File: config.mk
export PLATFORM = sky130hd
export DESIGN_NAME = weighted_label_plurality_vote_core_flat
export DESIGN_NICKNAME = d
export VERILOG_FILES = /design/src/rtl/core/wlpv_pkg.sv /design/src/rtl/core/wlpv_if.sv /design/src/rtl/core/wlpv_front.sv /design/src/rtl/core/wlpv_tally.sv /design/src/rtl/core/weighted_label_plurality_vote_core.sv /design/src/flat_wrapper.sv
export SDC_FILE = /design/constraint.sdc
export NUM_CORES = 2
export LEC_CHECK = 0
export ABC_AREA = 0
export ABC_CLOCK_PERIOD_IN_PS = 7100
export BUFFER_PORTS_ARGS = -buffer_cell sky130_fd_sc_hd__buf_2
export CORE_UTILIZATION = 58
export DETAILED_ROUTE_END_ITERATION = 10
export GPL_TIMING_DRIVEN = 0
export PLACE_DENSITY = 0.8
export SLEW_MARGIN = 20
export SYNTH_ARGS = -nofsm -noshare
export SYNTH_HDL_FRONTEND = slang
export SYNTH_SLANG_ARGS = --single-unit
File: constraint.sdc
create_clock -name clk -period 7.1 [get_ports clk]
set_input_delay 0.355 -clock clk [delete_from_list [all_inputs] [get_ports clk]]
set_output_delay 0.355 -clock clk [all_outputs]
set_load 0.01 [all_outputs]
File: src/rtl/core/wlpv_pkg.sv
// Shared types and constants for the weighted label plurality vote core.
// No dependencies; imported by the interfaces and every module of the core.
package wlpv_pkg;

  localparam int LABEL_W  = 16;
  localparam int WEIGHT_W = 16;
  localparam int TOTAL_W  = 22;

  localparam int MAX_DISTINCT_LABELS_DEF = 16;
  localparam int SUM_BITS_DEF            = 22;

  // depth of the queue between the front and the tally
  localparam int QUEUE_DEPTH = 4;

  typedef struct packed {
    logic [LABEL_W-1:0]  label_key;
    logic [WEIGHT_W-1:0] vote_weight;
    logic                no_vote;
    logic                last_vote;
  } vote_t;

endpackage

File: src/rtl/core/wlpv_if.sv
// Valid/ready channel interfaces for vote beats and result beats.
// Depends on wlpv_pkg.
interface wlpv_vote_if
  import wlpv_pkg::*;
  ();
  logic                valid;
  logic                ready;
  logic [LABEL_W-1:0]  label_key;
  logic [WEIGHT_W-1:0] vote_weight;
  logic                no_vote;
  logic                last_vote;

  modport source (output valid, label_key, vote_weight, no_vote, last_vote, input ready);
  modport sink   (input valid, label_key, vote_weight, no_vote, last_vote, output ready);
endinterface

interface wlpv_result_if
  import wlpv_pkg::*;
  ();
  logic               valid;
  logic               ready;
  logic [LABEL_W-1:0] winning_label;
  logic [TOTAL_W-1:0] winning_total;
  logic               missed_vertex;
  logic               table_overflow;

  modport source (output valid, winning_label, winning_total, missed_vertex, table_overflow,
                  input ready);
  modport sink   (input valid, winning_label, winning_total, missed_vertex, table_overflow,
                  output ready);
endinterface

File: src/rtl/core/wlpv_front.sv
// Front end: accepts vote beats, drops empty non-final beats, queues the rest.
// Depends on wlpv_pkg and wlpv_if.
module wlpv_front
  import wlpv_pkg::*;
(
  input  logic         clk,
  input  logic         rst_n,
  wlpv_vote_if.sink    in_vote,
  output logic         q_valid,
  input  logic         q_ready,
  output vote_t        q_vote
);

  localparam int PTR_W = $clog2(QUEUE_DEPTH);
  localparam int CNT_W = $clog2(QUEUE_DEPTH + 1);

  vote_t              queue_r [QUEUE_DEPTH];
  logic [PTR_W-1:0]   wr_ptr_r, wr_ptr_nxt;
  logic [PTR_W-1:0]   rd_ptr_r, rd_ptr_nxt;
  logic [CNT_W-1:0]   count_r, count_nxt;
  logic               accept, keep, push, pop;
  vote_t              beat;

  assign in_vote.ready = (count_r != CNT_W'(QUEUE_DEPTH));
  assign accept        = in_vote.valid && in_vote.ready;

  // a no-vote beat that does not close the run changes nothing downstream
  assign keep = !in_vote.no_vote || in_vote.last_vote;
  assign push = accept && keep;

  assign q_valid = (count_r != '0);
  assign pop     = q_valid && q_ready;
  assign q_vote  = queue_r[rd_ptr_r];

  always_comb begin
    beat.label_key   = in_vote.label_key;
    beat.vote_weight = in_vote.vote_weight;
    beat.no_vote     = in_vote.no_vote;
    beat.last_vote   = in_vote.last_vote;
  end

  always_comb begin
    wr_ptr_nxt = wr_ptr_r;
    rd_ptr_nxt = rd_ptr_r;
    count_nxt  = count_r;
    if (push) begin
      wr_ptr_nxt = (wr_ptr_r == PTR_W'(QUEUE_DEPTH - 1)) ? '0 : wr_ptr_r + 1'b1;
    end
    if (pop) begin
      rd_ptr_nxt = (rd_ptr_r == PTR_W'(QUEUE_DEPTH - 1)) ? '0 : rd_ptr_r + 1'b1;
    end
    if (push && !pop) begin
      count_nxt = count_r + 1'b1;
    end else if (pop && !push) begin
      count_nxt = count_r - 1'b1;
    end
  end

  always_ff @(posedge clk) begin
    if (!rst_n) begin
      wr_ptr_r <= '0;
      rd_ptr_r <= '0;
      count_r  <= '0;
    end else begin
      wr_ptr_r <= wr_ptr_nxt;
      rd_ptr_r <= rd_ptr_nxt;
      count_r  <= count_nxt;
    end
  end

  always_ff @(posedge clk) begin
    if (push) begin
      queue_r[wr_ptr_r] <= beat;
    end
  end

endmodule

File: src/rtl/core/wlpv_tally.sv
// Back end: per-key tally cells, end-of-run winner scan and result register.
// Depends on wlpv_pkg and wlpv_if.
module wlpv_tally
  import wlpv_pkg::*;
#(
  parameter int MAX_DISTINCT_LABELS = MAX_DISTINCT_LABELS_DEF,
  parameter int SUM_BITS            = SUM_BITS_DEF
) (
  input  logic               clk,
  input  logic               rst_n,
  input  logic               q_valid,
  output logic               q_ready,
  input  vote_t              q_vote,
  input  logic [LABEL_W-1:0] unassigned_key,
  wlpv_result_if.source      out_result
);

  localparam int IDX_W = $clog2(MAX_DISTINCT_LABELS);
  localparam int CNT_W = $clog2(MAX_DISTINCT_LABELS + 1);

  typedef enum logic [1:0] {
    S_VOTE,
    S_SCAN,
    S_EMIT
  } state_t;

  state_t               state_r, state_nxt;
  logic [LABEL_W-1:0]   key_r [MAX_DISTINCT_LABELS];
  logic [SUM_BITS-1:0]  sum_r [MAX_DISTINCT_LABELS];
  logic [LABEL_W-1:0]   key_nxt [MAX_DISTINCT_LABELS];
  logic [SUM_BITS-1:0]  sum_nxt [MAX_DISTINCT_LABELS];
  logic [CNT_W-1:0]     used_r, used_nxt;
  logic                 ovf_r, ovf_nxt;
  logic [CNT_W-1:0]     scan_idx_r, scan_idx_nxt;
  logic [LABEL_W-1:0]   best_key_r, best_key_nxt;
  logic [SUM_BITS-1:0]  best_sum_r, best_sum_nxt;
  logic                 out_valid_r, out_valid_nxt;
  logic [LABEL_W-1:0]   out_label_r, out_label_nxt;
  logic [TOTAL_W-1:0]   out_total_r, out_total_nxt;
  logic                 out_missed_r, out_missed_nxt;
  logic                 out_ovf_r, out_ovf_nxt;

  logic [MAX_DISTINCT_LABELS-1:0] hit;
  logic                 any_hit, vote, load;
  logic [SUM_BITS:0]    sum_ext;
  logic [LABEL_W-1:0]   cand_key;
  logic [SUM_BITS-1:0]  cand_sum;

  assign q_ready = (state_r == S_VOTE);
  assign vote    = q_valid && q_ready && !q_vote.no_vote;
  assign load    = (state_r == S_EMIT) && (!out_valid_r || out_result.ready);

  // every live cell compares its key against the incoming beat
  always_comb begin
    for (int i = 0; i < MAX_DISTINCT_LABELS; i++) begin
      hit[i] = (CNT_W'(i) < used_r) && (key_r[i] == q_vote.label_key);
    end
  end
  assign any_hit = |hit;

  always_comb begin
    used_nxt = used_r;
    ovf_nxt  = ovf_r;
    sum_ext  = '0;
    for (int i = 0; i < MAX_DISTINCT_LABELS; i++) begin
      key_nxt[i] = key_r[i];
      sum_nxt[i] = sum_r[i];
      if (vote && hit[i]) begin
        sum_ext = (SUM_BITS + 1)'(sum_r[i]) + (SUM_BITS + 1)'(q_vote.vote_weight);
        sum_nxt[i] = sum_ext[SUM_BITS] ? '1 : sum_ext[SUM_BITS-1:0];
      end
    end
    if (vote && !any_hit) begin
      if (used_r < CNT_W'(MAX_DISTINCT_LABELS)) begin
        key_nxt[used_r[IDX_W-1:0]] = q_vote.label_key;
        sum_nxt[used_r[IDX_W-1:0]] = SUM_BITS'(q_vote.vote_weight);
        used_nxt = used_r + 1'b1;
      end else begin
        ovf_nxt = 1'b1;
      end
    end
    if (load) begin
      used_nxt = '0;
      ovf_nxt  = 1'b0;
    end
  end

  assign cand_key = key_r[scan_idx_r[IDX_W-1:0]];
  assign cand_sum = sum_r[scan_idx_r[IDX_W-1:0]];

  always_comb begin
    state_nxt      = state_r;
    scan_idx_nxt   = scan_idx_r;
    best_key_nxt   = best_key_r;
    best_sum_nxt   = best_sum_r;
    out_valid_nxt  = out_valid_r && !out_result.ready;
    out_label_nxt  = out_label_r;
    out_total_nxt  = out_total_r;
    out_missed_nxt = out_missed_r;
    out_ovf_nxt    = out_ovf_r;
    unique case (state_r)
      S_VOTE: begin
        if (q_valid && q_vote.last_vote) begin
          state_nxt    = S_SCAN;
          scan_idx_nxt = '0;
        end
      end
      S_SCAN: begin
        if (scan_idx_r < used_r) begin
          // larger sum wins; equal sums go to the smaller key
          if (scan_idx_r == '0 || cand_sum > best_sum_r ||
              (cand_sum == best_sum_r && cand_key < best_key_r)) begin
            best_key_nxt = cand_key;
            best_sum_nxt = cand_sum;
          end
          scan_idx_nxt = scan_idx_r + 1'b1;
        end else begin
          state_nxt = S_EMIT;
        end
      end
      S_EMIT: begin
        if (load) begin
          state_nxt      = S_VOTE;
          out_valid_nxt  = 1'b1;
          out_missed_nxt = (used_r == '0);
          out_ovf_nxt    = ovf_r;
          if (used_r == '0) begin
            out_label_nxt = unassigned_key;
            out_total_nxt = '0;
          end else begin
            out_label_nxt = best_key_r;
            out_total_nxt = TOTAL_W'(best_sum_r);
          end
        end
      end
      default: state_nxt = S_VOTE;
    endcase
  end

  always_ff @(posedge clk) begin
    if (!rst_n) begin
      state_r     <= S_VOTE;
      used_r      <= '0;
      ovf_r       <= 1'b0;
      out_valid_r <= 1'b0;
    end else begin
      state_r      <= state_nxt;
      used_r       <= used_nxt;
      ovf_r        <= ovf_nxt;
      out_valid_r  <= out_valid_nxt;
      scan_idx_r   <= scan_idx_nxt;
      best_key_r   <= best_key_nxt;
      best_sum_r   <= best_sum_nxt;
      out_label_r  <= out_label_nxt;
      out_total_r  <= out_total_nxt;
      out_missed_r <= out_missed_nxt;
      out_ovf_r    <= out_ovf_nxt;
    end
  end

  always_ff @(posedge clk) begin
    for (int i = 0; i < MAX_DISTINCT_LABELS; i++) begin
      key_r[i] <= key_nxt[i];
      sum_r[i] <= sum_nxt[i];
    end
  end

  assign out_result.valid          = out_valid_r;
  assign out_result.winning_label  = out_label_r;
  assign out_result.winning_total  = out_total_r;
  assign out_result.missed_vertex  = out_missed_r;
  assign out_result.table_overflow = out_ovf_r;

`ifndef SYNTHESIS
  a_used_bounded: assert property (@(posedge clk) disable iff (!rst_n)
    used_r <= CNT_W'(MAX_DISTINCT_LABELS))
    else $error("tally entry count above capacity");

  a_clear_after_emit: assert property (@(posedge clk) disable iff (!rst_n)
    load |=> (used_r == '0) && !ovf_r && out_valid_r)
    else $error("table not cleared after result load");

  a_missed_zero_total: assert property (@(posedge clk) disable iff (!rst_n)
    (out_valid_r && out_missed_r) |-> (out_total_r == '0))
    else $error("missed vertex with nonzero total");

  a_scan_in_range: assert property (@(posedge clk) disable iff (!rst_n)
    (state_r == S_SCAN) |-> (scan_idx_r <= used_r))
    else $error("scan index ran past live entries");
`endif

endmodule

File: src/rtl/core/weighted_label_plurality_vote_core.sv
// Top level of the weighted label plurality vote core: config register, front, tally.
// Depends on wlpv_pkg, wlpv_if, wlpv_front and wlpv_tally.
//
// Votes for one vertex stream in on in_vote; the beat with last_vote closes the run and
// yields one beat on out_result. While a run streams, the tally takes one vote per cycle:
// every table cell compares its key in parallel. Beats with no_vote set and last_vote
// clear are discarded at entry. Closing a run takes the tally through a winner scan over
// each live entry, a step to close the scan and a load of the result register, which waits
// for a free output slot; a 4-beat queue in front keeps accepting during that time.
// Ties go to the smaller key, sums saturate at 2^SUM_BITS - 1, and a new key arriving at a
// full table is dropped and flagged in table_overflow. A run with no votes reports
// cfg_wdata's last value as the label with missed_vertex set.
module weighted_label_plurality_vote_core
  import wlpv_pkg::*;
#(
  parameter int MAX_DISTINCT_LABELS = MAX_DISTINCT_LABELS_DEF,
  parameter int SUM_BITS            = SUM_BITS_DEF
) (
  input  logic               clk,
  input  logic               rst_n,
  input  logic               cfg_we,
  input  logic [LABEL_W-1:0] cfg_wdata,
  wlpv_vote_if.sink          in_vote,
  wlpv_result_if.source      out_result
);

  logic [LABEL_W-1:0] unassigned_key_r;
  logic               q_valid;
  logic               q_ready;
  vote_t              q_vote;

  always_ff @(posedge clk) begin
    if (!rst_n) begin
      unassigned_key_r <= '0;
    end else if (cfg_we) begin
      unassigned_key_r <= cfg_wdata;
    end
  end

  wlpv_front u_front (
    .clk     (clk),
    .rst_n   (rst_n),
    .in_vote (in_vote),
    .q_valid (q_valid),
    .q_ready (q_ready),
    .q_vote  (q_vote)
  );

  wlpv_tally #(
    .MAX_DISTINCT_LABELS (MAX_DISTINCT_LABELS),
    .SUM_BITS            (SUM_BITS)
  ) u_tally (
    .clk            (clk),
    .rst_n          (rst_n),
    .q_valid        (q_valid),
    .q_ready        (q_ready),
    .q_vote         (q_vote),
    .unassigned_key (unassigned_key_r),
    .out_result     (out_result)
  );

endmodule

File: src/flat_wrapper.sv
// flat-port wrapper written by rule: the top's interface ports become plain ports
module weighted_label_plurality_vote_core_flat import wlpv_pkg::*;
#(
  parameter int MAX_DISTINCT_LABELS = MAX_DISTINCT_LABELS_DEF,
  parameter int SUM_BITS            = SUM_BITS_DEF
)
  (clk, rst_n, cfg_we, cfg_wdata, in_vote_valid, in_vote_label_key, in_vote_vote_weight, in_vote_no_vote, in_vote_last_vote, in_vote_ready, out_result_valid, out_result_winning_label, out_result_winning_total, out_result_missed_vertex, out_result_table_overflow, out_result_ready);
  wlpv_vote_if in_vote_i ();
  wlpv_result_if out_result_i ();
  input  logic clk;
  input  logic rst_n;
  input  logic cfg_we;
  input  logic [LABEL_W-1:0] cfg_wdata;
  input wire logic [$bits(in_vote_i.valid)-1:0] in_vote_valid;
  input wire logic [$bits(in_vote_i.label_key)-1:0] in_vote_label_key;
  input wire logic [$bits(in_vote_i.vote_weight)-1:0] in_vote_vote_weight;
  input wire logic [$bits(in_vote_i.no_vote)-1:0] in_vote_no_vote;
  input wire logic [$bits(in_vote_i.last_vote)-1:0] in_vote_last_vote;
  output wire logic [$bits(in_vote_i.ready)-1:0] in_vote_ready;
  output wire logic [$bits(out_result_i.valid)-1:0] out_result_valid;
  output wire logic [$bits(out_result_i.winning_label)-1:0] out_result_winning_label;
  output wire logic [$bits(out_result_i.winning_total)-1:0] out_result_winning_total;
  output wire logic [$bits(out_result_i.missed_vertex)-1:0] out_result_missed_vertex;
  output wire logic [$bits(out_result_i.table_overflow)-1:0] out_result_table_overflow;
  input wire logic [$bits(out_result_i.ready)-1:0] out_result_ready;
  assign in_vote_i.valid = in_vote_valid;
  assign in_vote_i.label_key = in_vote_label_key;
  assign in_vote_i.vote_weight = in_vote_vote_weight;
  assign in_vote_i.no_vote = in_vote_no_vote;
  assign in_vote_i.last_vote = in_vote_last_vote;
  assign in_vote_ready = in_vote_i.ready;
  assign out_result_valid = out_result_i.valid;
  assign out_result_winning_label = out_result_i.winning_label;
  assign out_result_winning_total = out_result_i.winning_total;
  assign out_result_missed_vertex = out_result_i.missed_vertex;
  assign out_result_table_overflow = out_result_i.table_overflow;
  assign out_result_i.ready = out_result_ready;
  weighted_label_plurality_vote_core #(.MAX_DISTINCT_LABELS(MAX_DISTINCT_LABELS), .SUM_BITS(SUM_BITS)) u_core (.clk(clk), .rst_n(rst_n), .cfg_we(cfg_we), .cfg_wdata(cfg_wdata), .in_vote(in_vote_i), .out_result(out_result_i));
endmodule
==> out/qor.csv <==
metric,value,unit
start_util,0.585,
synth_edf_count,475,
core,91700,um2
ir_drop,0.000259,V
switching_share,0.426,
seq_power_share,0.278,
synthCells,4908,
finalClockSkew,0.0592,ns
clk_latency,0.73,ns
dp.cells,6207,
min_path_type,input port to register,
async_flop_share,0,
antenna_left,0,
required,7.51,ns
worst_pin_slew,1.25,ns
drc_errors,0,
status,"complete, but fails checks",
ys_seq_area_frac,0.412,
drtIter0Drc,6412,
synth_top_flop_cell,edfxtp_1,
num_vias,45223,
yosysWarnings,0,
slew_headroom,0.168,
drive_above_1_share,0.140,
die_w,306,um
pre_cts_slack,-0.942,ns
die_y,306,um
min_period,7.14,ns
dieArea,93700,um2
cts_inserted_buffers,94,
antenna_found_initial,20,
syn_nets,5289,
grt_pass1_vias,42887,
rows,111,
postLayoutSetupSlackWorst,-0.0406,ns
clock-sinks,865,
violations,negative setup slack,
clkPwrFrac,0.237,
portBuffers,95,
power_leakage,0.0236,uW
cts_tree,done,
setup_viol,8,
instances_no_fill,6436,
grt_max_degree,28,
path_class,register to register,
hold_path_depth,3,
gp_congestion,1.05,
io-pin-count,97,
cp-start-kind,register,
dp_hpwl,141,mm
grt_overflow_total,0,
grt_usage,0.398,
drv_cap,0,
pwr_density_cell,376,nW/um2
power_frac_comb,0.485,
worst_setup_path_end_kind,register,
area_growth,11.8,%
switchingPower,9600,uW
period_share,1.01,
cts-root-buf,clkbuf_16,
drt-pass1-iter-count,8,
clock.fmax,140,MHz
finalWirelength,189,mm
grt_pass1_wl,275,mm
synth-seq-cells,865,
drt-wirelength-per-cell,29.4,um
avgSynthCellArea,10.9,um2
hold_violations,0,
synth_cell_types,92,
p_int,12900,uW
report.final.slew_viol_count,0,
layout_commonest_cell,edfxtp_1,
synth_area,53600,um2
worstPathMaxFanout,10,
cts.path.max_buffers,3,
viasPerCell,7.03,
clk_pin_slew,0.06,ns
worst_ep_arrival_time,7.55,ns
p_total,22500,uW
r2r_cells,16,
mostFrequentLayoutCells,"edfxtp_1 (475), dfxtp_1 (390), xnor2_1 (330), ha_1 (309), nor2_1 (279)",
htree_levels,3,
nets,5545,
## flip-flops by register name, summed over array words and instances (netlist names), 16 cells and up, named ones only
name / cells
u_core.u_front.queue_r: 136
u_core.u_tally.best_key_r: 16
u_core.u_tally.best_sum_r: 22
u_core.u_tally.key_r: 256
u_core.u_tally.out_result.winning_label: 16
u_core.u_tally.out_result.winning_total: 22
u_core.u_tally.sum_r: 352
u_core.unassigned_key_r: 16
## power by group through the flow
stage / sequential, uW / clock [uW] / combinational (uW)
2_1_floorplan: 6170 / 0 / 7010
3_3_place_gp: 6330 / 0 / 9990
3_5_place_dp: 6340 / 0 / 10400
4_1_cts: 6250 / 5310 / 10500
5_1_grt: 6280 / 5500 / 11400
6_report: 6270 / 5330 / 10900
## area by class of cell
class                      instances  area [um2]
clock inverter                    52         702
fill                            6999       31700
sequential                       865       22100
antenna                            6        15.0
multi-input combinational       3659       29900
timing repair buffer             162        1280
inverter                         173         669
tap                             1186        1480
clock buffer                     124        2620
buffer                           209        1200
## logic make-up after synthesis
family / synth area share
flip-flops: 0.412
multiplexers: 0.151
AO/OA/AOI/OAI: 0.133
buffers and inverters: 0.0332
adder cells (fa/ha/maj): 0.0785
XOR/XNOR: 0.0738
AND/OR/NAND/NOR: 0.119
## critical path: stages (launching register included)
cell and delay (ns):
dfxtp_1 0.31, clkbuf_1 0.64, clkbuf_1 0.53, clkbuf_1 0.80
mux4_2 0.57, mux4_2 0.58, ha_1 0.34, nand4_1 0.23
nor2_1 0.42, o21ai_0 0.20, o211ai_1 0.33, a21oi_1 0.36
nor3_4 0.51, buf_4 0.28, buf_4 0.22, buf_4 0.24
buf_4 0.24
## through the flow
| step | TNS [ns] | instance area (um2) | hold slack, ns | util |
|---|---|---|---|---|
| global route | -0.00976 | 59900 | 0.0379 | 0.654 |
| detailed placement | -70.62 | 56000 | 0.488 | 0.610 |
| floorplan | 0 | 53600 | 0.409 | - |
| CTS | 0 | 59900 | 0.00415 | 0.653 |
| global placement | -580.86 | 55600 | 0.459 | 0.606 |
| finish | -0.277 | 60000 | 0.0236 | 0.654 |
## routing by layer
| metal | vias to the layer above | GRT usage | part of all wire |
|---|---|---|---|
| met2 | 3360 | 0.596 | 0.43 |
| met4 | 18 | 0.273 | 0.080 |
| met3 | 777 | 0.109 | 0.13 |
| met5 | - | 0 | 0.00058 |
| li1 | 19328 | - | - |
| met1 | 21740 | 0.504 | 0.36 |
## what timing repair did
item                                   CTS  global route
pin swaps                                0             0
buffers inserted                         0             0
resized for setup                       31            29
hold buffers                            49             0
setup endpoints to repair              206           103
endpoints found under the hold margin  151             0
## synthesized netlist by cell type (83+ instances only)
library cell,n,area share
o22ai_1,131,0.015
nand3_1,182,0.017
nor3_1,110,0.010
ha_1,309,0.072
nand4_1,91,0.011
xnor2_1,330,0.054
clkbuf_1,117,0.0082
inv_1,165,0.012
nand2_1,199,0.014
mux4_2,206,0.087
dfxtp_1,390,0.15
xor2_1,122,0.020
a31oi_1,83,0.0097
a21oi_1,206,0.019
nor2_1,280,0.020
edfxtp_1,475,0.27
o21ai_0,257,0.024
mux2i_1,272,0.051
## worst paths after layout
| kind | start | to | slack, ns |
|---|---|---|---|
| worst max register to register | register | u_core.u_tally.best_sum_r[7] | -0.04 |
| worst min-delay path | cfg_wdata[3] | u_core.unassigned_key_r[3] | 0.02 |
| worst min register to register | u_core.u_tally.sum_r[10][20] | u_core.u_tally.sum_r[10][20] | 0.52 |
| worst max-delay path | register | u_core.u_tally.best_sum_r[7] | -0.04 |
(Power assumes the default switching activity.)
